`src/hw/rtl/mwo_queue.sv`:
```
`timescale 1ns / 1ps
module mwo_queue #(
  parameter int WIDTH = 64
) (
  input  logic             clk,
  input  logic             rst,
  input  logic             push,
  input  logic [WIDTH-1:0] push_data,
  input  logic             pop,
  output logic [WIDTH-1:0] head,
  output logic             not_empty,
  output logic             full
);

  logic [WIDTH-1:0] slot [2];
  logic             wr_ptr;
  logic             rd_ptr;
  logic [1:0]       count;

  assign head      = slot[rd_ptr];
  assign not_empty = (count != 2'd0);
  assign full      = (count == 2'd2);

  // Advance pointers and occupancy
  always_ff @(posedge clk) begin
    if (rst) begin
      wr_ptr <= 1'b0;
      rd_ptr <= 1'b0;
      count  <= 2'd0;
    end else begin
      if (push) begin
        wr_ptr <= ~wr_ptr;
      end
      if (pop) begin
        rd_ptr <= ~rd_ptr;
      end
      case ({push, pop})
        2'b10:   count <= count + 2'd1;
        2'b01:   count <= count - 2'd1;
        default: count <= count;
      endcase
    end
  end

  // Store the pushed word
  always_ff @(posedge clk) begin
    if (push) begin
      slot[wr_ptr] <= push_data;
    end
  end

endmodule

```
`config.mk`:
```
export PLATFORM = sky130hd
export DESIGN_NAME = mwo_queue
export DESIGN_NICKNAME = d
export VERILOG_FILES = /design/src/hw/rtl/mwo_queue.sv
export SDC_FILE = /design/constraint.sdc
export NUM_CORES = 1
export LEC_CHECK = 0
export ABC_AREA = 1
export ABC_CLOCK_PERIOD_IN_PS = 6800
export BUFFER_PORTS_ARGS = -buffer_cell sky130_fd_sc_hd__buf_2
export CAP_MARGIN = 15
export CORE_MARGIN = 8
export CORE_UTILIZATION = 56
export DETAILED_ROUTE_END_ITERATION = 10
export PLACE_DENSITY = 0.87
export SYNTH_ARGS = -nofsm -noshare
export SYNTH_HDL_FRONTEND = slang
export SYNTH_SLANG_ARGS = --single-unit
export TNS_END_PERCENT = 30
```
`constraint.sdc`:
```
create_clock -name clk -period 6.8 [get_ports clk]
set_input_delay 0 -clock clk [delete_from_list [all_inputs] [get_ports clk]]
set_output_delay 0 -clock clk [all_outputs]
set_load 0.02 [all_outputs]
```
==> metrics.md <==
| Metric | Value |
|---|---|
| PwrDens | slightly above 300 nW/µm² |
| DR vias | 2,874 |
| Final TNS setup | 0 ns |
| Crit start category | register |
| Routed Antenna Nets | 0 |
| IO buf count | 133 |
| Mux cell area share after synthesis | 18.38% |
| Largest net degree at the start of global routing | 66 |
| Post-DP HPWL | about 6300 µm |
| GR Layer Usage met3 | under 10% |
| Unrepaired setup endpoints after global routing | no |
| Post-synth net total | between 300 and 400 |
| Syn Area/Cell | 22.18 µm² |
| CTS Buf Count | 17 |
| Rel. slew slack | 41.49% |
| Peak VDD IR | 0.2631 mV |
| Final Power | 2.159 mW |
| Yosys cell types | 15 |
| Final worst-path cycle share | between 30% and 40% |
| Max Freq | a little over 400 MHz |
| Die area | 12,510 µm² |
| Commonest non-fill, non-tap cell in the layout | buf_2 |
| CTS max path bufs | 2 |
| IO Pins | 134 |
| YS warnings | 0 |
| TritonCTS clock tree | yes |
| Min-delay src | push_data[8] |
| Crit path to | head[53] |
| Worst Reg2Reg Path Length in Cells | 3 |
| Grt peak-use layer | met2 |
| Reg2Reg Setup Slack | 5.15 ns |
| H-Tree Depth | 4 |
| Simple-Gate Fraction of Synth Area | 1.313% |
| Met1 usage | 18.24% |
| Worst hold-check path type | primary input to register |
| Share of post-route cells with drive strength above 1 | between 50% and 60% |
| Global route overflow | 0 |
| CP max FO | 38 |
| Compound-Gate Fraction of Synth Area | 0.1945% |
| Largest family of logic cells by synthesized area | multiplexers |
| DRC Markers | 0 |
| Worst slew pin tran | 0.8776 ns |
| First-pass GRT wire length | 16,910 µm |
| Crit end category | output pin |
| Run status | completed |
| Final nets | around 520 |
| Vias per std cell | 5.024 |
| Highest-delay cell along the critical path | dfxtp_4 |
| Synth Register Bits | 133 |
| Ant. Diodes | 0 |
| Post-Synth XOR/XNOR Area | 0.1702% |
| Clock-pin slew on the worst setup and hold paths | 0.06 ns |
| Vias in the first global route | 3,226 |
| Maxcap violations | 0 |
| Starting Density | between 50 and 60% |
| Leakage | roughly 2.9 nW |
| CP Class | register to output pin |
| GP Congestion | 0.6882 |
| Worst flop-to-flop path startpoint | wr_ptr$_SDFFE_PP0P_ |
| Synth Area in Adders | 0.2431% |
| Core ar. | approximately 9100 µm² |
| Synthesis-to-layout area growth | 38.73% |
| Crit path DAT | 2.42 ns |
| Clock Sinks | 133 |
| Req. time, crit path | 6.80 ns |
| Post-Syn Instances | 232 |
| Worst path max stage delay | 0.67 ns |
| Total wire length | 10,890 µm |
| Most frequent cells in the layout | buf_2, edfxtp_1, dlygate4sd3_1 |
| Total Routing Usage GR | 17.70% |
| Netlist area before placement | 5146 µm² |
| Tmin final | 2.420 ns |
| Starting DRC count in detailed routing | 140 |
| First-pass iteration count of the detailed router | 4 |
| Final setup viols | 0 |
| CTS root buf | clkbuf_8 |
| Seq/Total Area, Yosys | about three quarters |
| Num rows | 35 |
| Worst Clk Skew | 0.007958 ns |
| Cell depth of the worst min-delay path | 2 |
| Routed WL per cell | ~19 µm |
| Fin. Hold Viols | 0 |
| Cell-by-cell trace of the critical path | buf_4 > mux2_2 > buf_2 |
| Final slew viol count | 0 |
| Initial antenna violation count | 0 |
| Die width | 111.9 µm |
| Worst skew pair latency | roughly 0.51 ns |
| RR Endpoint | slot[1][1]$_DFFE_PP_ |
| M2 GR Usage | 32.07% |
| Die span in y | 111.9 µm |
report_power, final:
group / total [mW] / internal, mW / switching [mW]
clock network: 0.919 / 0.594 / 0.325
logic: 0.269 / 0.134 / 0.136
registers: 0.971 / 0.949 / 0.0220
worst max-delay path: cells and delay by family (launching register included):
kind	cells	cell delay, ns
multiplexers	1	0.43
flip-flops	1	0.67
buffers and inverters	2	0.80
cells in the mapped netlist, drive strengths merged:
cell,count,area [µm²]
edfxtp,128,3844
mux2,64,945.9
nor2,9,33.78
buf,7,131.4
inv,7,26.28
nand2,6,22.52
dfxtp,5,100.1
a21oi,1,5.000
ha,1,12.51
nand4,1,6.260
nor3,1,5.000
o21ai,1,5.000
xnor2,1,8.760
worst min path at each step:
| stage | endpoint | slack (ns) |
|---|---|---|
| global placement | slot[1][15]$_DFFE_PP_ | 0.19 |
| detailed placement | slot[1][62]$_DFFE_PP_ | 0.19 |
| global route | slot[0][32]$_DFFE_PP_ | 0.20 |
| finish | slot[1][8]$_DFFE_PP_ | 0.21 |
| CTS | slot[1][56]$_DFFE_PP_ | 0.19 |
| floorplan | register | 0.07 |
cell type report:
class                   count  area (µm²)
clock buffers              19       421.7
clock inverters            13       183.9
inverters                   7       26.28
repair buffers            204        1369
flip-flops and latches    133        3948
fillers                   483        1926
multi-input cells          85        1052
well taps                 111       138.9
cells by family (layout without fill, tap and decap cells):
logic type / after synthesis / count (layout)
multiplexers: 64 / 64
flip-flops: 133 / 133
XOR/XNOR: 1 / 1
AND/OR/NAND/NOR: 17 / 17
buffers and inverters: 14 / 243
AO/OA/AOI/OAI: 2 / 2
adder cells (fa/ha/maj): 1 / 1
sequential cells by signal, indices dropped and copies added (netlist names), named ones only:
register,flops
slot,128
rd_ptr,1
wr_ptr,1
count,2
through the flow:
step | area, µm² | instances | hold WS [ns] | setup slack, ns | utilization, %
4_1_cts | 7139 | 572 | 0.1892 | 4.321 | 78.76
3_3_place_gp | 5853 | 472 | 0.1872 | 4.895 | 64.57
2_1_floorplan | 5146 | 232 | 0.07238 | 3.318 | -
5_1_grt | 7139 | 572 | 0.1986 | 4.255 | 78.76
3_5_place_dp | 5853 | 472 | 0.1919 | 4.870 | 64.57
6_report | 7139 | 572 | 0.2148 | 4.380 | 78.76
routing by layer:
| layer | up-vias | wire length, µm |
|---|---|---|
| li1 | 1332 | - |
| met1 | 1424 | 4083 |
| met2 | 104 | 5954 |
| met3 | 14 | 698 |
| met4 | 0 | 155 |
| met5 | - | 0 |
repair_timing:
item | in CTS | in global routing
endpoints found under the hold margin | 133 | 0
hold buffers | 68 | 0
gates resized for setup | 0 | 0
buffers inserted | 0 | 0
(Power assumes the default switching activity.)
