**src/hw/rtl/mwo_pkg.sv**
```systemverilog
`timescale 1ns / 1ps
package mwo_pkg;

  // Default bank geometry
  localparam int DEF_TABLE_LENGTH = 2048;
  localparam int DEF_NUM_TABLES   = 8;

  // Port widths
  localparam int OP_W       = 2;
  localparam int S_TDATA_W  = 32;
  localparam int M_TDATA_W  = 16;
  localparam int SAMPLE_W   = 16;
  localparam int POS_W      = 19;
  localparam int CFG_IDX_W  = 1;
  localparam int CFG_DATA_W = 32;

  // Field placement in s_tdata
  localparam int SEL_LSB = 0;
  localparam int SEL_W   = 3;
  localparam int IDX_LSB = 3;
  localparam int IDX_W   = 11;
  localparam int VAL_LSB = 14;
  localparam int VAL_W   = 16;

  typedef enum logic [OP_W-1:0] {
    OP_TICK    = 2'd0,
    OP_WRITE   = 2'd1,
    OP_RESTART = 2'd2
  } op_t;

  typedef enum logic [CFG_IDX_W-1:0] {
    CFG_PHASE_STEP     = 1'b0,
    CFG_TABLE_POSITION = 1'b1
  } cfg_idx_t;

  // Width of one queued command: kind, two tables, two entries, phase fraction, morph fraction
  function automatic int cmd_width(input int tw, input int iw);
    return 1 + 2 * tw + 2 * iw + 32;
  endfunction

endpackage

```
**src/hw/rtl/mwo_back.sv**
```systemverilog
`timescale 1ns / 1ps
module mwo_back #(
  parameter int TABLE_LENGTH = mwo_pkg::DEF_TABLE_LENGTH,
  parameter int NUM_TABLES   = mwo_pkg::DEF_NUM_TABLES,
  parameter int CW           = 72,
  parameter int AW           = 14
) (
  input  logic                          clk,
  input  logic                          rst,
  input  logic                          q_valid,
  output logic                          q_pop,
  input  logic [CW-1:0]                 q_data,
  output logic                          ram_we,
  output logic [AW-1:0]                 ram_addr,
  output logic [15:0]                   ram_wdata,
  input  logic [15:0]                   ram_rdata,
  output logic                          m_tvalid,
  input  logic                          m_tready,
  output logic [mwo_pkg::M_TDATA_W-1:0] m_tdata
);
  import mwo_pkg::*;

  localparam int TW = $clog2(NUM_TABLES);
  localparam int IW = $clog2(TABLE_LENGTH);

  typedef struct packed {
    logic          is_write;
    logic [TW-1:0] t0;
    logic [TW-1:0] t1;
    logic [IW-1:0] i0;
    logic [IW-1:0] i1;
    logic [15:0]   frac;
    logic [15:0]   g;
  } cmd_t;

  typedef enum logic [2:0] {
    ST_IDLE,
    ST_READ,
    ST_MUL0,
    ST_MUL1,
    ST_SUM1,
    ST_MUL2,
    ST_OUT
  } state_t;

  function automatic logic [AW-1:0] addr_of(input logic [TW-1:0] t, input logic [IW-1:0] i);
    return AW'(AW'(t) * AW'(TABLE_LENGTH) + AW'(i));
  endfunction

  state_t             state;
  cmd_t               head;
  cmd_t               cmd;
  logic [1:0]         k;
  logic               cap_en;
  logic [1:0]         cap_idx;
  logic signed [15:0] w [4];
  logic signed [31:0] v0;
  logic signed [31:0] v1;
  logic signed [49:0] prod;
  logic signed [16:0] mul_a;
  logic signed [32:0] mul_b;
  logic signed [49:0] mul_p;
  logic [47:0]        acc;
  logic               out_load;

  assign head = q_data;

  // Drive the memory port and the queue pop
  always_comb begin
    q_pop     = 1'b0;
    ram_we    = 1'b0;
    ram_wdata = head.frac;
    ram_addr  = addr_of(cmd.t0, cmd.i0);
    case (state)
      ST_IDLE: begin
        q_pop    = q_valid;
        ram_we   = q_valid && head.is_write;
        ram_addr = addr_of(head.t0, head.i0);
      end
      ST_READ: begin
        case (k)
          2'd0:    ram_addr = addr_of(cmd.t0, cmd.i0);
          2'd1:    ram_addr = addr_of(cmd.t0, cmd.i1);
          2'd2:    ram_addr = addr_of(cmd.t1, cmd.i0);
          default: ram_addr = addr_of(cmd.t1, cmd.i1);
        endcase
      end
      default: ;
    endcase
  end

  // Shared multiplier: phase fraction times word difference, then morph fraction
  always_comb begin
    mul_a = {1'b0, cmd.frac};
    mul_b = {{17{w[1][15]}}, w[1]} - {{17{w[0][15]}}, w[0]};
    case (state)
      ST_MUL1: begin
        mul_b = {{17{w[3][15]}}, w[3]} - {{17{w[2][15]}}, w[2]};
      end
      ST_MUL2: begin
        mul_a = {1'b0, cmd.g};
        mul_b = {v1[31], v1} - {v0[31], v0};
      end
      default: ;
    endcase
    mul_p = mul_a * mul_b;
  end

  // Final sum; the upper 16 bits are the floored sample
  assign acc = {v0, 16'h0000} + prod[47:0];

  // Load the output register once the previous sample has left
  assign out_load = (state == ST_OUT) && (!m_tvalid || m_tready);

  // Sequence one command
  always_ff @(posedge clk) begin
    if (rst) begin
      state    <= ST_IDLE;
      k        <= 2'd0;
      cap_en   <= 1'b0;
      m_tvalid <= 1'b0;
    end else begin
      cap_en  <= (state == ST_READ);
      cap_idx <= k;
      if (out_load) begin
        m_tvalid <= 1'b1;
      end else if (m_tvalid && m_tready) begin
        m_tvalid <= 1'b0;
      end
      case (state)
        ST_IDLE: begin
          if (q_valid && !head.is_write) begin
            cmd   <= head;
            k     <= 2'd0;
            state <= ST_READ;
          end
        end
        ST_READ: begin
          k <= k + 2'd1;
          if (k == 2'd3) begin
            state <= ST_MUL0;
          end
        end
        ST_MUL0: begin
          prod  <= mul_p;
          state <= ST_MUL1;
        end
        ST_MUL1: begin
          v0    <= {w[0], 16'h0000} + prod[31:0];
          prod  <= mul_p;
          state <= ST_SUM1;
        end
        ST_SUM1: begin
          v1    <= {w[2], 16'h0000} + prod[31:0];
          state <= ST_MUL2;
        end
        ST_MUL2: begin
          prod  <= mul_p;
          state <= ST_OUT;
        end
        ST_OUT: begin
          if (out_load) begin
            m_tdata <= acc[47:32];
            state   <= ST_IDLE;
          end
        end
        default: state <= ST_IDLE;
      endcase
    end
  end

  // Capture each read word in the cycle after its address
  always_ff @(posedge clk) begin
    if (cap_en) begin
      w[cap_idx] <= ram_rdata;
    end
  end

endmodule

```
**config.mk**
```make
export PLATFORM = sky130hd
export DESIGN_NAME = mwo_back
export DESIGN_NICKNAME = d
export VERILOG_FILES = /design/src/hw/rtl/mwo_pkg.sv /design/src/hw/rtl/mwo_back.sv
export SDC_FILE = /design/constraint.sdc
export NUM_CORES = 2
export LEC_CHECK = 0
export BUFFER_PORTS_ARGS = -buffer_cell sky130_fd_sc_hd__clkbuf_2
export CAP_MARGIN = 25
export CORE_MARGIN = 5
export CORE_UTILIZATION = 50
export DETAILED_ROUTE_END_ITERATION = 10
export GPL_ROUTABILITY_DRIVEN = 0
export PLACE_DENSITY = 0.67
export RECOVER_POWER = 100
export SLEW_MARGIN = 5
export SYNTH_ARGS = -nofsm -noshare
export SYNTH_HDL_FRONTEND = slang
export SYNTH_SLANG_ARGS = --single-unit
```
**constraint.sdc**
```tcl
create_clock -name clk -period 12.95 [get_ports clk]
set_input_delay 2.59 -clock clk [delete_from_list [all_inputs] [get_ports clk]]
set_output_delay 2.59 -clock clk [all_outputs]
set_load 0.01 [all_outputs]
```
==> results.py <==
metrics = {
    "run_status": {
        "violations": "max-capacitance violations, max-slew violations",
        "status": "complete, but fails checks",
    },
    "grt": {
        "grt_overflow": 0,
        "met1_usage": 0.367,
        "grt_pass1_vias": 24600,
        "grt_max_degree": 61,
        "busiest_layer": "met2",
        "track_usage": 0.257,
        "grt_pass1_wl_um": 141000,
        "antenna_found_initial": 1,
        "met2_usage": 0.404,
        "grt_use_met3": 0.0492,
    },
    "synthesis": {
        "synth_area_um2": 32400,
        "yosysSeqAreaShare": 0.240,
        "yosys_warnings": 0,
        "synth_edf_count": 254,
        "synth-seq-cells": 261,
        "synthesis.nets": 4201,
        "syn_avg_cell_area_um2": 9.61,
        "async_flop_share": 0,
        "synthFlopType": "edfxtp_1",
        "synth_cells": 3373,
        "yosysUniqueCellTypes": 77,
    },
    "clock_tree": {
        "cts_buffers": 29,
        "clkTransAtPathRegs_ns": 0.07,
        "clockBufferDepth": 3,
        "cts-hold-fix-buffers": 0,
        "tritoncts": "yes",
        "post-cts-setup-buffers": 0,
        "clockRootBuffer": "clkbuf_16",
        "cts_num_sinks": 261,
        "cts_resized": 0,
        "htreeDepth": 1,
        "clk-insertion-delay-late_ns": 0.58,
    },
    "power_and_ir_drop": {
        "power.leakage_nw": 16.4,
        "clkPwrFrac": 0.143,
        "power_switching_w": 0.00290,
        "vdd_drop_max_v": 0.000197,
        "p_comb_frac": 0.676,
        "p_int_w": 0.00348,
        "p_seq_frac": 0.181,
        "power_density_nw_per_um2": 182,
        "p_sw_frac": 0.455,
    },
    "worst_setup_path": {
        "crit_start": "w[0][0]$_DFFE_PP_",
        "crit_path_end_kind": "flip-flop",
        "critPathLaunchType": "flip-flop",
        "cp_max_fo": 16,
        "worstPathArrival_ns": 11.68,
        "cpPeakStageDelay_ns": 0.94,
        "required_ns": 13.28,
        "critPathKind": "flip-flop to flip-flop",
        "crit_family": "adder cells",
        "r2r_start": "w[0][0]$_DFFE_PP_",
        "slowest_stage": "a21oi_1",
        "worst-path-buf-inv": 5,
        "cp_common_cell": "fa_1",
    },
    "layout": {
        "syn_to_final_growth_pct": 7.88,
        "n_antenna_cell": 0,
        "final_nets": 4302,
        "utilization": 0.543,
        "final_cell_mix": "682 x inv_1, 491 x fa_1, 346 x nand2_1, 312 x nor2_1, 254 x edfxtp_1",
        "drive_gt1_frac": 0.0464,
        "final_common_cell": "inv_1",
    },
    "detailed_routing": {
        "vias": 24200,
        "drc_errors": 0,
        "firstDrtPassIters": 6,
        "first_iter_violations": 2227,
        "wire_per_inst_um": 20.8,
        "wirelength_um": 90500,
        "post_drt_via_cell_ratio": 5.55,
        "ant_nets": 0,
    },
    "timing": {
        "tns_ns": 0,
        "slew-limit-headroom": -1.37,
        "post-route-period-util": 0.877,
        "fmax_mhz": 88.1,
        "hold_viol_final": 0,
        "rsz0062_at_grt": "false",
        "worst_pin_slew_ns": 3.56,
        "period_needed_ns": 11.35,
        "setup_viol": 0,
        "clock_skew_ns": 0.0274,
        "maxSlewViolCount": 221,
    },
    "floorplan": {
        "num_rows": 93,
        "dieArea_um2": 70000,
        "coreArea_um2": 64300,
        "ios": 141,
        "start_util": 0.504,
        "die_h_um": 265,
        "die_x_um": 265,
    },
    "placed_design": {
        "hpwl_um": 72800,
        "io_buffers": 129,
    },
    "hold_path": {
        "hp-class": "flip-flop to flip-flop",
        "hp-start": "prod[0]$_DFFE_PP_",
    },
    "run": {
        "cap_violations": 6,
    },
}
-- cells by family after synthesis --
group / after synthesis / share of synthesized area
fa+ha+maj: 737 / 0.398
xor+xnor: 147 / 0.0397
buf+inv: 798 / 0.0945
simple gates: 917 / 0.125
mux: 1 / 0.000309
compound gates: 512 / 0.102
flops: 261 / 0.240
-- per-layer routing --
metal	share of wire	up-vias
met1	0.42	12000
met2	0.45	1052
met4	0.036	0
li1	-	10900
met3	0.095	189
met5	0	-
-- flip-flops by register name, indices dropped and copies added, names as in the netlist --
name	flops
v1	32
cap_en	1
prod	48
w	64
m_tvalid	1
state	3
v0	32
m_tdata	16
cmd	60
k	2
cap_idx	2
-- power by group through the flow --
stage	clock (W)	combinational [W]	sequential, W
CTS	0.000926	0.00429	0.00115
finish	0.000913	0.00431	0.00115
global placement	0	0.00420	0.00117
detailed placement	0	0.00426	0.00117
global route	0.000965	0.00480	0.00116
floorplan	0	0.00320	0.00117
-- synthesized netlist by cell type (all sizes together), types with 4 or more instances --
master | count | area (um^2)
and3 | 20 | 126
ha | 245 | 3070
a21boi | 11 | 82.6
a31oi | 28 | 190
nor2 | 313 | 1170
a2bb2oi | 6 | 52.6
or2 | 19 | 119
o211ai | 7 | 57.6
nor2b | 29 | 181
nor3 | 24 | 120
clkbuf | 91 | 343
a221oi | 5 | 50.0
dfxtp | 7 | 140
o21bai | 12 | 90.1
and2 | 57 | 357
o21a | 27 | 203
buf | 25 | 160
nand2 | 346 | 1300
nand2b | 39 | 244
o21ai | 97 | 489
nand4 | 9 | 56.3
a211oi | 11 | 82.6
inv | 682 | 2560
o41ai | 4 | 35.0
a211o | 5 | 43.8
edfxtp | 254 | 7630
or3 | 24 | 155
xor2 | 33 | 289
fa | 491 | 9830
a22oi | 9 | 67.6
a221o | 5 | 50.1
nand3 | 23 | 115
a21o | 75 | 563
nor3b | 6 | 45.0
o22ai | 33 | 206
o31a | 4 | 36.3
xnor2 | 114 | 998
a21oi | 140 | 701
-- per-stage QoR --
| step | hold WS, ns | worst slack, ns | power [W] | cells | area (um^2) |
|---|---|---|---|---|---|
| after floorplan | 0.421 | 3.98 | 0.00437 | 3373 | 32400 |
| after global placement | 0.423 | 2.37 | 0.00537 | 4292 | 34100 |
| after global routing | 0.460 | 1.03 | 0.00692 | 4350 | 35000 |
| final | 0.444 | 1.60 | 0.00637 | 4350 | 35000 |
| after CTS | 0.445 | 2.37 | 0.00637 | 4347 | 35100 |
| after detailed placement | 0.431 | 2.40 | 0.00543 | 4295 | 34100 |
-- layout make-up --
type,count,area (um^2)
flip-flops and latches,261,7770
clock buffers,33,741
clock inverters,19,290
fillers,5773,29400
well taps,855,1070
repair buffers,186,941
inverters,682,2560
multi-input cells,2314,21600
-- worst paths after layout --
kind                             end  slack, ns  cells after the start
hold reg to reg      v0[0]$_DFFE_PP_       0.44                      0
setup / recovery  prod[43]$_DFFE_PP_       1.60                     36
hold / removal       v0[0]$_DFFE_PP_       0.44                      0
setup reg to reg  prod[43]$_DFFE_PP_       1.60                     36
Note: power is estimated with default switching activity, not from simulation.
