## src/hw/rtl/mwo_pkg.sv

```systemverilog
`timescale 1ns / 1ps
package mwo_pkg;

  // Default bank geometry
  localparam int DEF_TABLE_LENGTH = 2048;
  localparam int DEF_NUM_TABLES   = 8;

  // Port widths
  localparam int OP_W       = 2;
  localparam int S_TDATA_W  = 32;
  localparam int M_TDATA_W  = 16;
  localparam int SAMPLE_W   = 16;
  localparam int POS_W      = 19;
  localparam int CFG_IDX_W  = 1;
  localparam int CFG_DATA_W = 32;

  // Field placement in s_tdata
  localparam int SEL_LSB = 0;
  localparam int SEL_W   = 3;
  localparam int IDX_LSB = 3;
  localparam int IDX_W   = 11;
  localparam int VAL_LSB = 14;
  localparam int VAL_W   = 16;

  typedef enum logic [OP_W-1:0] {
    OP_TICK    = 2'd0,
    OP_WRITE   = 2'd1,
    OP_RESTART = 2'd2
  } op_t;

  typedef enum logic [CFG_IDX_W-1:0] {
    CFG_PHASE_STEP     = 1'b0,
    CFG_TABLE_POSITION = 1'b1
  } cfg_idx_t;

  // Width of one queued command: kind, two tables, two entries, phase fraction, morph fraction
  function automatic int cmd_width(input int tw, input int iw);
    return 1 + 2 * tw + 2 * iw + 32;
  endfunction

endpackage

```

## src/hw/rtl/mwo_front.sv

```systemverilog
`timescale 1ns / 1ps
module mwo_front #(
  parameter int TABLE_LENGTH = mwo_pkg::DEF_TABLE_LENGTH,
  parameter int NUM_TABLES   = mwo_pkg::DEF_NUM_TABLES,
  parameter int CW           = 72
) (
  input  logic                            clk,
  input  logic                            rst,
  input  logic                            s_tvalid,
  output logic                            s_tready,
  input  logic [mwo_pkg::OP_W-1:0]        s_tuser,
  input  logic [mwo_pkg::S_TDATA_W-1:0]   s_tdata,
  input  logic                            cfg_we,
  input  logic [mwo_pkg::CFG_IDX_W-1:0]   cfg_index,
  input  logic [mwo_pkg::CFG_DATA_W-1:0]  cfg_data,
  output logic                            q_push,
  output logic [CW-1:0]                   q_data,
  input  logic                            q_full
);
  import mwo_pkg::*;

  localparam int TW = $clog2(NUM_TABLES);
  localparam int IW = $clog2(TABLE_LENGTH);
  localparam int PW = 32 + IW;
  localparam logic [31:0] POS_MAX = 32'((NUM_TABLES - 1) * 65536);

  typedef struct packed {
    logic          is_write;
    logic [TW-1:0] t0;
    logic [TW-1:0] t1;
    logic [IW-1:0] i0;
    logic [IW-1:0] i1;
    logic [15:0]   frac;
    logic [15:0]   g;
  } cmd_t;

  logic [31:0]      phase;
  logic [31:0]      phase_step;
  logic [POS_W-1:0] table_position;

  logic             accept;
  logic [SEL_W-1:0] sel;
  logic [IDX_W-1:0] idx;
  logic [VAL_W-1:0] val;
  logic             wr_ok;
  logic [PW-1:0]    p;
  logic [IW-1:0]    i0;
  logic [IW-1:0]    i1;
  logic [POS_W-1:0] pos;
  logic [TW-1:0]    t0;
  logic [TW-1:0]    t1;
  cmd_t             cmd;

  assign s_tready = !q_full;
  assign accept   = s_tvalid && s_tready;
  assign sel      = s_tdata[SEL_LSB +: SEL_W];
  assign idx      = s_tdata[IDX_LSB +: IDX_W];
  assign val      = s_tdata[VAL_LSB +: VAL_W];
  assign wr_ok    = (32'(sel) < 32'(NUM_TABLES)) && (32'(idx) < 32'(TABLE_LENGTH));

  // Split the phase into entry index and fraction
  assign p  = PW'(phase) * PW'(TABLE_LENGTH);
  assign i0 = p[PW-1:32];
  assign i1 = ((32'(i0) + 32'd1) == 32'(TABLE_LENGTH)) ? '0 : i0 + IW'(1);

  // Clamp the morph position and pick the table pair
  assign pos = (32'(table_position) > POS_MAX) ? POS_W'(POS_MAX) : table_position;
  assign t0  = TW'(pos >> 16);
  assign t1  = (32'(t0) == 32'(NUM_TABLES - 1)) ? t0 : t0 + TW'(1);

  // Build the queued command
  always_comb begin
    cmd.is_write = (s_tuser == OP_WRITE);
    cmd.t0       = t0;
    cmd.t1       = t1;
    cmd.i0       = i0;
    cmd.i1       = i1;
    cmd.frac     = p[31:16];
    cmd.g        = pos[15:0];
    q_push       = 1'b0;
    case (s_tuser)
      OP_TICK: begin
        q_push = accept;
      end
      OP_WRITE: begin
        q_push   = accept && wr_ok;
        cmd.t0   = TW'(sel);
        cmd.i0   = IW'(idx);
        cmd.frac = val;
      end
      default: begin
        q_push = 1'b0;
      end
    endcase
  end

  assign q_data = cmd;

  // Hold configuration and advance or clear the phase
  always_ff @(posedge clk) begin
    if (rst) begin
      phase          <= '0;
      phase_step     <= '0;
      table_position <= '0;
    end else begin
      if (cfg_we) begin
        case (cfg_index)
          CFG_PHASE_STEP:     phase_step     <= cfg_data;
          CFG_TABLE_POSITION: table_position <= cfg_data[POS_W-1:0];
          default:            ;
        endcase
      end
      if (accept) begin
        case (s_tuser)
          OP_TICK:    phase <= phase + phase_step;
          OP_RESTART: phase <= '0;
          default:    ;
        endcase
      end
    end
  end

endmodule

```

## config.mk

```make
export PLATFORM = sky130hd
export DESIGN_NAME = mwo_front
export DESIGN_NICKNAME = d
export VERILOG_FILES = /design/src/hw/rtl/mwo_pkg.sv /design/src/hw/rtl/mwo_front.sv
export SDC_FILE = /design/constraint.sdc
export NUM_CORES = 1
export LEC_CHECK = 0
export BUFFER_PORTS_ARGS = -buffer_cell sky130_fd_sc_hd__buf_2
export CAP_MARGIN = 25
export CELL_PAD_IN_SITES_DETAIL_PLACEMENT = 0
export CELL_PAD_IN_SITES_GLOBAL_PLACEMENT = 2
export CORE_ASPECT_RATIO = 0.75
export CORE_MARGIN = 8
export CORE_UTILIZATION = 30
export CTS_CLUSTER_DIAMETER = 100
export CTS_CLUSTER_SIZE = 14
export DETAILED_ROUTE_END_ITERATION = 8
export PLACE_DENSITY_LB_ADDON = 0.1
export SKIP_LAST_GASP = 1
export SLEW_MARGIN = 5
export SYNTH_ARGS = -nofsm -noshare
export SYNTH_HDL_FRONTEND = slang
export SYNTH_SLANG_ARGS = --single-unit
```

## constraint.sdc

```tcl
create_clock -name clk -period 3.6 [get_ports clk]
set_clock_uncertainty 0.05 [all_clocks]
set_input_delay 0.54 -clock clk [delete_from_list [all_inputs] [get_ports clk]]
set_output_delay 0.54 -clock clk [all_outputs]
set_load 0.005 [all_outputs]
```

==> results summary, run 1 <==
The floorplan row count is 42. The run finished with clean final reports. The number of top-level pins is 146.

For this design the ratio of total power to cell area is 337 nW/um^2. The leakage power total came out at 2.92 nW. Timing would allow up to 303 MHz.

The number of buffers created by CTS is 9. The share of the cycle needed by the critical path after routing is 91.8%. The count of nets left with antenna violations once routing finished came out at 0. The number of standard cells after synthesis came out at 677. The first global-routing pass estimated 26000 um of wire.

The async set-or-reset flop fraction in the synthesized netlist came out at 0%. The largest driver fanout on the critical path came out at 5. The H-tree level count is 3. In the post-synthesis netlist, the biggest area contributors are sky130_fd_sc_hd__dfxtp_1 (31%), sky130_fd_sc_hd__nand2_1 (9.9%), sky130_fd_sc_hd__a21oi_1 (8.5%). Among all flip-flop cells after synthesis, the most frequent one is sky130_fd_sc_hd__dfxtp_1.

STA puts the critical path data required time at 3.78 ns. The number of sinks handled by clock tree synthesis is 83. The count of distinct cell types in the synthesized netlist is 57.

The detailed placement HPWL came out at 12500 um. The die span in x is 169 um. The total global-route track usage is 14.6%. The multi-input combinational cell area is 3360 um^2. The number of failing hold endpoints at the final stage came out at 0. In the routed layout, each cell is associated on average with a via count of 4.80. The number of diodes came out at 0. In the final routed layout, each cell accounts on average for 15.6 um. The maximum resistive drop on vdd came out at 0.208 mV. The DRC violations left is 0. The total wirelength of the detailed-routed design came out at 16100 um. The core area came out at 17400 um^2.

The ratio of cells with drive above 1 in the final layout came out at 24.9%. The post-layout net count came out at 896. The top cell type's share of synthesized area came out at 31.4%. The number of antenna violations at the first check in global routing came to 0. The largest net degree at the start of global routing is 57. The share of the Yosys chip area taken by registers is 31.4%. STA classifies the critical path endpoint as a register. The tree is rooted in a sky130_fd_sc_hd__clkbuf_16. The first TritonRoute pass finished after 4 iterations.

Once the floorplan was initialized, standard cells occupied 30.3% of the core. The total negative slack for setup checks is 0 ns. Leaving out fill and tap cells, the most frequent cells in the layout are sky130_fd_sc_hd__nand2_1 (139), sky130_fd_sc_hd__buf_2 (132), sky130_fd_sc_hd__a21oi_1 (90), sky130_fd_sc_hd__dfxtp_1 (83), sky130_fd_sc_hd__ha_1 (33). STA classifies the critical path startpoint as a register. Compared with the post-synthesis result, the final layout area differs by 21.3%. After detailed placement, the total cell area comes to 6110 um^2.

The final route contains 4978 vias. The mean area per synthesized cell came out at 7.81 um^2. The layout filler cell count is 1861. The total count of max-transition violations in the final report came to 0. The number of hold buffers added after cts came out at 0. After clock tree synthesis, the setup repair step added 0 buffers. In this run the tightest slew margin relative to its limit is 49.4%.

After clock tree synthesis, the clock-pin slew on the worst setup and hold paths is 0.06 ns. The area enclosed by the die boundary is 22200 um^2. Setup repair after global routing left no endpoint under its margin. The register area came out at 1660 um^2. At the worst endpoint, the arrival time is 3.49 ns.

The critical path class is register to register. The via count of the first global-routing pass is 5033. The cell type contributing the most total cell area after synthesis is sky130_fd_sc_hd__dfxtp_1. The clock insertion delay at the later pin of the skew report is 0.34 ns. The die height is 131 um.

Once the clock tree was built, the resizer swapped 0 gates to a different size. The slew of the pin with the lowest slew margin is 0.760 ns. The number of warnings printed during yosys synthesis is 0. The remaining global-route overflow is 0. The most frequent standard cell in the layout excluding fill and tap cells is sky130_fd_sc_hd__nand2_1. The total standard cell area after synthesis came out at 5290 um^2. The number of buffer cells added on primary ports is 132.

The clock tree from TritonCTS is yes. The number of maximum-capacitance violations is 0. The final design instance area without fill is 6410 um^2. The weighted congestion reported at the end of routability-driven placement came out at 0.803. The worst hold path belongs to the class primary input to register. The longest clock path from root to sink contains 2 buffers. Setup violations remaining at the end of the flow were counted as 0. For the finished layout, the period the worst path requires is 3.30 ns.

The number of synthesized flops with an enable pin is 0. The flop and latch count out of synthesis came out at 83. The number of DRC violations after detailed-routing iteration 0 is 223.
[worst max-delay path: stages, from the launching register on]
cell and delay (ns):
sky130_fd_sc_hd__dfxtp_1 0.34, sky130_fd_sc_hd__ha_1 0.20, sky130_fd_sc_hd__inv_1 0.06, sky130_fd_sc_hd__fa_1 0.40
sky130_fd_sc_hd__nand2b_1 0.18, sky130_fd_sc_hd__a21oi_1 0.22, sky130_fd_sc_hd__o211ai_1 0.16, sky130_fd_sc_hd__a21oi_1 0.29
sky130_fd_sc_hd__o21ai_1 0.24, sky130_fd_sc_hd__o311ai_1 0.51, sky130_fd_sc_hd__o31a_1 0.24, sky130_fd_sc_hd__nor4b_1 0.07
sky130_fd_sc_hd__a211o_1 0.23
[cell usage after synthesis, types with 2 or more instances]
| master | number |
|---|---|
| sky130_fd_sc_hd__o21a_1 | 3 |
| sky130_fd_sc_hd__mux2i_1 | 3 |
| sky130_fd_sc_hd__nand2_1 | 139 |
| sky130_fd_sc_hd__nor2b_1 | 6 |
| sky130_fd_sc_hd__and3_1 | 5 |
| sky130_fd_sc_hd__nor3b_1 | 3 |
| sky130_fd_sc_hd__buf_4 | 13 |
| sky130_fd_sc_hd__a41oi_1 | 2 |
| sky130_fd_sc_hd__dfxtp_1 | 83 |
| sky130_fd_sc_hd__a21o_1 | 14 |
| sky130_fd_sc_hd__clkbuf_1 | 34 |
| sky130_fd_sc_hd__o31a_1 | 2 |
| sky130_fd_sc_hd__xor2_1 | 15 |
| sky130_fd_sc_hd__mux2_2 | 29 |
| sky130_fd_sc_hd__or3_1 | 2 |
| sky130_fd_sc_hd__ha_1 | 33 |
| sky130_fd_sc_hd__xnor2_1 | 20 |
| sky130_fd_sc_hd__nor3_1 | 11 |
| sky130_fd_sc_hd__nand2b_1 | 4 |
| sky130_fd_sc_hd__or2_2 | 4 |
| sky130_fd_sc_hd__nor2_1 | 29 |
| sky130_fd_sc_hd__o211ai_1 | 5 |
| sky130_fd_sc_hd__nor4_1 | 5 |
| sky130_fd_sc_hd__o31ai_1 | 2 |
| sky130_fd_sc_hd__o21ai_1 | 2 |
| sky130_fd_sc_hd__nand4_1 | 3 |
| sky130_fd_sc_hd__o21ai_0 | 22 |
| sky130_fd_sc_hd__nand3_1 | 14 |
| sky130_fd_sc_hd__o2111ai_1 | 3 |
| sky130_fd_sc_hd__a211oi_1 | 3 |
| sky130_fd_sc_hd__o21bai_1 | 4 |
| sky130_fd_sc_hd__a21oi_1 | 90 |
| sky130_fd_sc_hd__a22oi_1 | 14 |
| sky130_fd_sc_hd__a31oi_1 | 3 |
| sky130_fd_sc_hd__inv_1 | 13 |
| sky130_fd_sc_hd__and2_1 | 19 |
[registers in the layout, indices dropped and copies added, names as in the netlist]
signal / count
phase_step: 32
phase: 32
table_position: 19
[kinds of logic (layout without fill, tap and decap cells)]
kind of cell	count (synthesis)	after routing	synth area share [%]
buffers and inverters	63	171	5.80
and+or+nand+nor	249	249	21.1
DFF	83	83	31.4
AOI/OAI and AO/OA	180	180	20.8
xor gates and xnor gates	35	35	5.80
muxes	32	32	6.75
other	1	11	0.0710
adders and majority gates	34	34	8.19
[per-stage QoR]
stage / std cells / util (%) / worst slack (ns) / hold WS (ns) / power, mW
floorplan: 687 / - / 0.882 / 0.391 / 1.16
finish: 1037 / 36.8 / 0.295 / 0.385 / 2.16
global route: 1037 / 36.8 / 0.0286 / 0.380 / 2.27
detailed placement: 1021 / 35.0 / 0.353 / 0.402 / 1.27
global placement: 1021 / 35.0 / 0.377 / 0.401 / 1.26
CTS: 1037 / 36.8 / 0.320 / 0.371 / 2.20
[routing by layer]
| layer | part of all wire [%] | vias to the layer above | routed length [um] | track usage, % |
|---|---|---|---|---|
| met4 | 1.1 | 0 | 180 | 3.94 |
| met2 | 44 | 77 | 7040 | 23.0 |
| li1 | - | 2564 | - | - |
| met5 | 0 | - | 0 | 0 |
| met3 | 4.3 | 17 | 690 | 3.57 |
| met1 | 51 | 2320 | 8240 | 19.7 |
[where the power goes]
group          internal (mW)  leakage, nW  switching [mW]
sequential             0.947        0.675          0.0230
combinational          0.120         2.10           0.151
clock                  0.528        0.141           0.393
total                   1.59         2.92           0.567
[cell type report]
cell class | count | share of cell area (%)
Multi-Input combinational cell | 541 | 52.5
Sequential cell | 83 | 25.9
Timing Repair Buffer | 142 | 11.5
Tap cell | 242 | 4.72
Clock buffer | 12 | 4.16
Inverter | 13 | 0.761
Clock inverter | 4 | 0.507
[final timing paths]
path | start | to | slack [ns] | depth (start not counted)
setup / recovery | phase_step[0] | phase[28] | 0.30 | 12
hold / removal | cfg_data[23] | phase_step[23] | 0.38 | 3
setup reg to reg | phase_step[0] | phase[28] | 0.30 | 12
hold reg to reg | phase_step[7] | phase_step[7] | 0.41 | 2
Note: power is estimated with default switching activity, not from simulation.
==> inputs of run 2 (changes only) <==
- SETUP_SLACK_MARGIN: default -> 0.3
- clock period: 3.6 -> 3.7 ns (I/O delays scaled with it)
==> run 2 against run 1 <==
Against the previous run: cell count barely moved; core utilization barely moved; clock-buffer cell count did not move; routed wire length fell by 1.5%; combinational power fell by 3%; setup slack improved by 0.27 ns; clock power fell by 3.8%; critical endpoint unchanged; first-iteration DRC count fell by 35%; non-clock buffer count fell by 1.
==> results summary, run 2 (synthesis gave the netlist of run 1 again) <==
The clock insertion delay at the later pin of the skew report came out at 0.34 ns (about the same). The per-cell routed wire length came out at 15.3 um (-1.4%). The area enclosed by the die boundary is 22200 um^2 (unchanged). The number of buffers created by CTS came out at 9 (unchanged). The via count of the first global-routing pass is 4896 (-2.7%). The root buffer cell is sky130_fd_sc_hd__clkbuf_16. The floorplan row count came out at 42 (unchanged). The number of DRC violations after detailed-routing iteration 0 came to 144 (-35%). Tracing the worst setup path back leads to its startpoint at phase_step[0]. The flow ran to the end, and the final reports show no timing, DRC or antenna violations. The initial cell density of the core is 30.3% (unchanged). The cell area power density came out at 326 nW/um^2 (-3.2%).

The startpoint identified for the worst hold timing path is cfg_data[24]. The switching portion of total power is 25.9% (-0.36 points). The largest registers in the layout are phase x32, phase_step x32, table_position x19.

The largest driver fanout on the critical path came out at 5 (unchanged). The worst hold margin came out at 0.401 ns (+0.0156 ns). The share of the cycle needed by the critical path after routing is 84.6% (-7.2 points). The DRC violations left is 0 (unchanged). The via total after detailed routing came out at 4943 (-0.70%). The logic depth of the worst register-to-register path came out at 12 (unchanged).

The endpoint identified for the worst register-to-register timing path is phase[28]. The most frequent standard cell in the layout excluding fill and tap cells is sky130_fd_sc_hd__nand2_1. The number of top-level pins came out at 146 (unchanged). The detailed placement HPWL came out at 12400 um (-0.80%).

The total wirelength of the detailed-routed design is 15900 um (-1.5%). The weighted congestion reported at the end of routability-driven placement came out at 0.807 (+0.41%). The count of endpoints failing setup in the final report is 0 (unchanged).

The number of maximum-capacitance violations is 0 (unchanged). The destination of the critical timing path is phase[28]. The top cell types in the final layout, fill and taps aside, are sky130_fd_sc_hd__nand2_1 (139), sky130_fd_sc_hd__buf_2 (132), sky130_fd_sc_hd__a21oi_1 (89), sky130_fd_sc_hd__dfxtp_1 (83), sky130_fd_sc_hd__ha_1 (33). The slew of the pin with the lowest slew margin is 0.741 ns (-0.0188 ns). The layout overhead on the synthesized area is 21.4% (about the same).

The post-layout net count is 895 (-0.11%). The die span in x is 169 um (unchanged). The time the worst path needs with I/O delays and setup is 3.13 ns (-0.175 ns).

The H-tree level count came out at 3 (unchanged). The ratio of cells with drive above 1 in the final layout was 25.1% (+0.16 points). The critical path class is register to register.

The total count of max-transition violations in the final report was 0 (unchanged). The antenna violation net count after detailed routing came out at 0 (unchanged). The clock tree from TritonCTS is yes.

The total global-route track usage came out at 14.2% (-0.43 points). The maximum buffer depth of the clock tree is 2 (unchanged). The post-CTS clock slew at the launch and capture registers of the worst setup and hold paths came out at 0.06 ns (about the same). The number of sinks handled by clock tree synthesis came out at 83 (unchanged). The number of gates given a new drive strength after cts is 0 (unchanged). The number of antenna violations at the first check in global routing is 0 (unchanged). The maximum resistive drop on vdd came to 0.179 mV (-14%).

The clock network power share is 42.3% (-0.3 points). The normalized max-slew margin is 50.6% (+1.3 points). The data required time of the critical path is 3.88 ns (+0.10 ns). The upper clock frequency limit came out at 319 MHz (+5.6%).

The leakage power total came out at 2.92 nW (-0.13%). The remaining global-route overflow came out at 0 (unchanged). The number of buffer cells added on primary ports came to 132 (unchanged). The total negative slack for setup checks is 0 ns (unchanged).

The internal power component came out at 1.55 mW (-2.7%). Setup repair after global routing left no endpoint under its margin. The part of the power in combinational logic is 12.6% (about the same). The arrival time at the worst endpoint is 3.31 ns (-0.18 ns). The startpoint type of the worst setup path is a register. The relative contribution of sequential cells to total power came out at 45.1% (+0.2 points).

The layout filler cell count is 1895 (+1.8%). In this run the critical register-to-register path is launched from phase_step[0]. The number of diodes came out at 0 (unchanged).

The number of buffers inserted by post-CTS setup repair is 0 (unchanged). The net switching power came out at 0.542 mW (-4.5%). The core area is 17400 um^2 (unchanged). The first-pass GRT wire length is 25100 um (-3.2%). The die height came out at 131 um (unchanged). The worst setup slack for register-to-register paths came to 0.57 ns (+0.27 ns). The detailed-routing iteration count for the pre-antenna-repair pass came to 4 (unchanged). The type of the tightest min-delay check is primary input to register. The number of hold buffers added after cts came out at 0 (unchanged). The largest net degree at the start of global routing came out at 57 (unchanged).

STA classifies the critical path endpoint as a register. The mean number of vias per cell is 4.77 (-0.61%). The number of failing hold endpoints at the final stage was 0 (unchanged).
## run 2: cell count changes in the layout (fill, tap and decap cells not counted)
cell / previous run / this run
sky130_fd_sc_hd__a21oi_2: 1 / 2
sky130_fd_sc_hd__o311ai_1: 1 / 0
sky130_fd_sc_hd__buf_4: 10 / 9
sky130_fd_sc_hd__a21oi_1: 90 / 89
sky130_fd_sc_hd__o311ai_2: 0 / 1
## run 2: how the worst min path moves through the flow
stage          cells past startpoint  slack [ns]              to
2_1_floorplan                      2        0.39   phase_step[0]
4_1_cts                            3        0.39  phase_step[24]
3_3_place_gp                       2        0.40  phase_step[25]
5_1_grt                            3        0.39  phase_step[25]
3_5_place_dp                       2        0.41  phase_step[30]
6_report                           3        0.40  phase_step[24]
## run 2: power by group through the flow
stage	clock, mW	combinational [mW]	sequential, mW
after global placement	0	0.265	0.964
after floorplan	0	0.170	0.955
final	0.886	0.263	0.944
after global routing	0.952	0.297	0.948
after CTS	0.918	0.269	0.944
after detailed placement	0	0.268	0.964
## run 2: metrics by stage
stage,cells,setup slack [ns],power [mW],utilization (%),instance area (um^2)
after floorplan,687,0.982,1.13,-,5320
after global placement,1020,0.474,1.23,35.0,6110
after detailed placement,1020,0.433,1.23,35.0,6110
after CTS,1036,0.403,2.13,36.7,6400
after global routing,1036,0.317,2.20,36.8,6420
final,1036,0.570,2.09,36.8,6420
## run 2: layer usage
layer  vias to the layer above  global-route usage [%]  part of all wire, %
met3                        10                    3.27                  4.7
met4                         0                    3.58                 0.88
met5                         -                       0                    0
li1                       2567                       -                    -
met2                        90                    22.6                   44
met1                      2276                    19.1                   50
## run 2: cell type report
class	count	area, um^2	share of cell area (%)
inverter	13	48.8	0.761
clock inverter	4	32.5	0.507
clock buffer	12	267	4.15
multi-input combinational	541	3380	52.6
tap	242	303	4.72
sequential	83	1660	25.9
timing repair buffer	141	728	11.3
## run 2: critical path, cell delays in order, from the launching register on
cell	delay, ns
sky130_fd_sc_hd__dfxtp_1	0.34
sky130_fd_sc_hd__ha_1	0.19
sky130_fd_sc_hd__inv_1	0.06
sky130_fd_sc_hd__fa_1	0.39
sky130_fd_sc_hd__nand2b_1	0.18
sky130_fd_sc_hd__a21oi_1	0.21
sky130_fd_sc_hd__o211ai_1	0.18
sky130_fd_sc_hd__a21oi_2	0.23
sky130_fd_sc_hd__o21ai_1	0.21
sky130_fd_sc_hd__o311ai_2	0.43
sky130_fd_sc_hd__o31a_1	0.23
sky130_fd_sc_hd__nor4b_1	0.08
sky130_fd_sc_hd__a211o_1	0.23
==> inputs of run 3 (changes only) <==
- clock period: 3.7 -> 3.1 ns (I/O delays scaled with it)
==> run 3 against run 2 <==
Against the previous run: hold slack got worse by 0.089 ns; power rose by 20%; routed wire length rose by 2.7%; clock power rose by 21%; cell count rose by 2.2%; design area rose by 5.2%; die area did not move; via count rose by 3.3%; combinational power rose by 24%; global-route usage rose by 0.12 points.
==> results summary, run 3 (synthesis gave the netlist of run 1 again) <==
The number of diodes is 0 (unchanged). The floorplan row count was 42 (unchanged). The DRC violations left was 0 (unchanged). The data required time of the critical path came out at 3.27 ns (-0.61 ns). TritonCTS built the clock tree. The number of DRC violations after detailed-routing iteration 0 is 165 (+15%). The core area came to 17400 um^2 (unchanged). The element type at the critical path end is a register.

The via total after detailed routing came out at 5105 (+3.3%). The number of maximum-capacitance violations is 0 (unchanged). The number of top-level pins came out at 146 (unchanged). The post-CTS clock slew at the launch and capture registers of the worst setup and hold paths is 0.07 ns (about the same). The total negative slack for setup checks is 0 ns (unchanged). The H-tree level count was 3 (unchanged). The post-layout utilization of the core is 38.7% (+1.9 points). The maximum buffer depth of the clock tree came out at 2 (unchanged). Setup repair after global routing could not meet its margin everywhere. The total wirelength of the detailed-routed design came out at 16300 um (+2.7%). The setup path with the least slack is of type register to register. The cell at the slowest stage of the critical path is sky130_fd_sc_hd__dfxtp_2. The initial cell density of the core is 30.3% (unchanged). The area enclosed by the die boundary is 22200 um^2 (unchanged).

The placed cell count came to 1030 (+0.98%). In the layout the commonest cells are sky130_fd_sc_hd__nand2_1 (139), sky130_fd_sc_hd__buf_2 (132), sky130_fd_sc_hd__a21oi_1 (85), sky130_fd_sc_hd__dfxtp_1 (75). The startpoint type of the worst setup path is a register.

The die span in x came out at 169 um (unchanged). The number of failing hold endpoints at the final stage came to 0 (unchanged). The run finished with clean final reports. The ratio of cells with drive above 1 in the final layout is 30.5% (+5.4 points).

The largest stage delay on the critical path came out at 0.35 ns (-0.08 ns). The leakage power total came out at 3.05 nW (+4.4%). The largest net degree at the start of global routing is 59 (+3.5%). The number of sinks handled by clock tree synthesis is 83 (unchanged). The die height is 131 um (unchanged). The total count of max-transition violations in the final report came out at 0 (unchanged).

The final design instance area without fill came out at 6750 um^2 (+5.2%). The maximum resistive drop on vdd came out at 0.230 mV (+28%). The weighted congestion reported at the end of routability-driven placement came out at 0.806 (-0.12%). In the final layout, the registers with the most flip-flops are phase x32, phase_step x32, table_position x19. The number of buffer cells added on primary ports came to 132 (unchanged). The antenna violation net count after detailed routing was 0 (unchanged). The count of non-filler cells in the finished layout is 1059 (+2.2%).

The time the worst path needs with I/O delays and setup is 2.88 ns (-0.253 ns). The mean number of vias per cell was 4.82 (+1.0%). The number of hold buffers added after cts is 0 (unchanged). The min-delay analysis places its worst path in the category primary input to register.

The share of the cycle needed by the critical path after routing is 92.8% (+8.2 points). The remaining global-route overflow came out at 0 (unchanged). The detailed-routing iteration count for the pre-antenna-repair pass is 4 (unchanged). The upper clock frequency limit is 348 MHz (+8.8%).

The largest driver fanout on the critical path is 3 (-2). The cell area power density came out at 373 nW/um^2 (+14%). The count of endpoints failing setup in the final report came out at 0 (unchanged). The number of buffers created by CTS came out at 9 (unchanged). The arrival time at the worst endpoint came out at 3.05 ns (-0.26 ns). The post-detailed-placement cell area is 6210 um^2 (+1.7%). The via count of the first global-routing pass came out at 5009 (+2.3%). The detailed placement HPWL was 12600 um (+2.3%). The first-pass GRT wire length came out at 25500 um (+1.6%). The clock insertion delay at the later pin of the skew report came out at 0.34 ns (about the same). The signal on the critical path passes through ha_4, inv_2, fa_2, nand2b_4, a21oi_4, o211ai_1, a21oi_2, o21ai_2, o311ai_2, buf_4, o31a_1, nor4b_2, a211o_1. The post-layout net count came out at 918 (+2.6%). The library cell used most frequently in the layout, excluding fill and tap cells, is sky130_fd_sc_hd__nand2_1. The layout overhead on the synthesized area came out at 27.7%. The number of antenna violations at the first check in global routing came out at 0 (unchanged). The root buffer cell is sky130_fd_sc_hd__clkbuf_16. The per-cell routed wire length came out at 15.4 um (+0.49%). The slew of the pin with the lowest slew margin is 0.733 ns (-0.00780 ns). The total global-route track usage came out at 14.3% (+0.12 points). The normalized max-slew margin was 51.1% (+0.52 points).
## run 3: stage by stage
step / power (mW) / setup WS, ns / hold WS [ns]
2_1_floorplan: 1.34 / 0.382 / 0.391
3_3_place_gp: 1.47 / 0.0638 / 0.401
3_5_place_dp: 1.48 / 0.0133 / 0.405
4_1_cts: 2.55 / 0.290 / 0.301
5_1_grt: 2.63 / 0.115 / 0.306
6_report: 2.52 / 0.223 / 0.311
## run 3: area by class of cell
class / count / area, um^2
Clock buffer: 12 / 267
Clock inverter: 4 / 33.8
Inverter: 13 / 48.8
Multi-Input combinational cell: 541 / 3490
Timing Repair Buffer: 164 / 930
Sequential cell: 83 / 1680
Tap cell: 242 / 303
Fill cell: 1935 / 10700
## run 3: final timing paths
kind	start	to	slack, ns	depth (start not counted)
hold reg to reg	phase_step[26]	phase_step[26]	0.41	2
setup reg to reg	phase[0]	phase[28]	0.22	13
setup / recovery	phase[0]	phase[28]	0.22	13
hold / removal	cfg_data[30]	phase_step[30]	0.31	3
## run 3: what timing repair did
item | CTS | global route
pin swaps | 9 | 23
cloned | 0 | 0
gates resized for setup | 8 | 27
buffers inserted | 6 | 7
setup endpoints to repair | 6 | 9
## run 3: critical path: cells and delay by family, from the launching register on
kind | cells | cell delay (ns)
AOI/OAI and AO/OA | 7 | 1.44
adders and majority gates | 2 | 0.48
DFF | 1 | 0.35
and+or+nand+nor | 2 | 0.23
buffers and inverters | 2 | 0.20
## run 3: power by group
part / leakage, nW / internal, mW / switching [mW]
Sequential: 0.679 / 1.10 / 0.0268
Combinational: 2.22 / 0.146 / 0.178
Clock: 0.145 / 0.613 / 0.453
Total: 3.05 / 1.86 / 0.658
## run 3: per-layer routing
metal	wire length [um]	GRT usage [%]	up-vias	share of wire, %
li1	-	-	2619	-
met1	8110	19.6	2388	50
met2	7300	22.7	88	45
met3	800	3.24	10	4.9
met4	121	3.11	0	0.74
met5	0	0	-	0
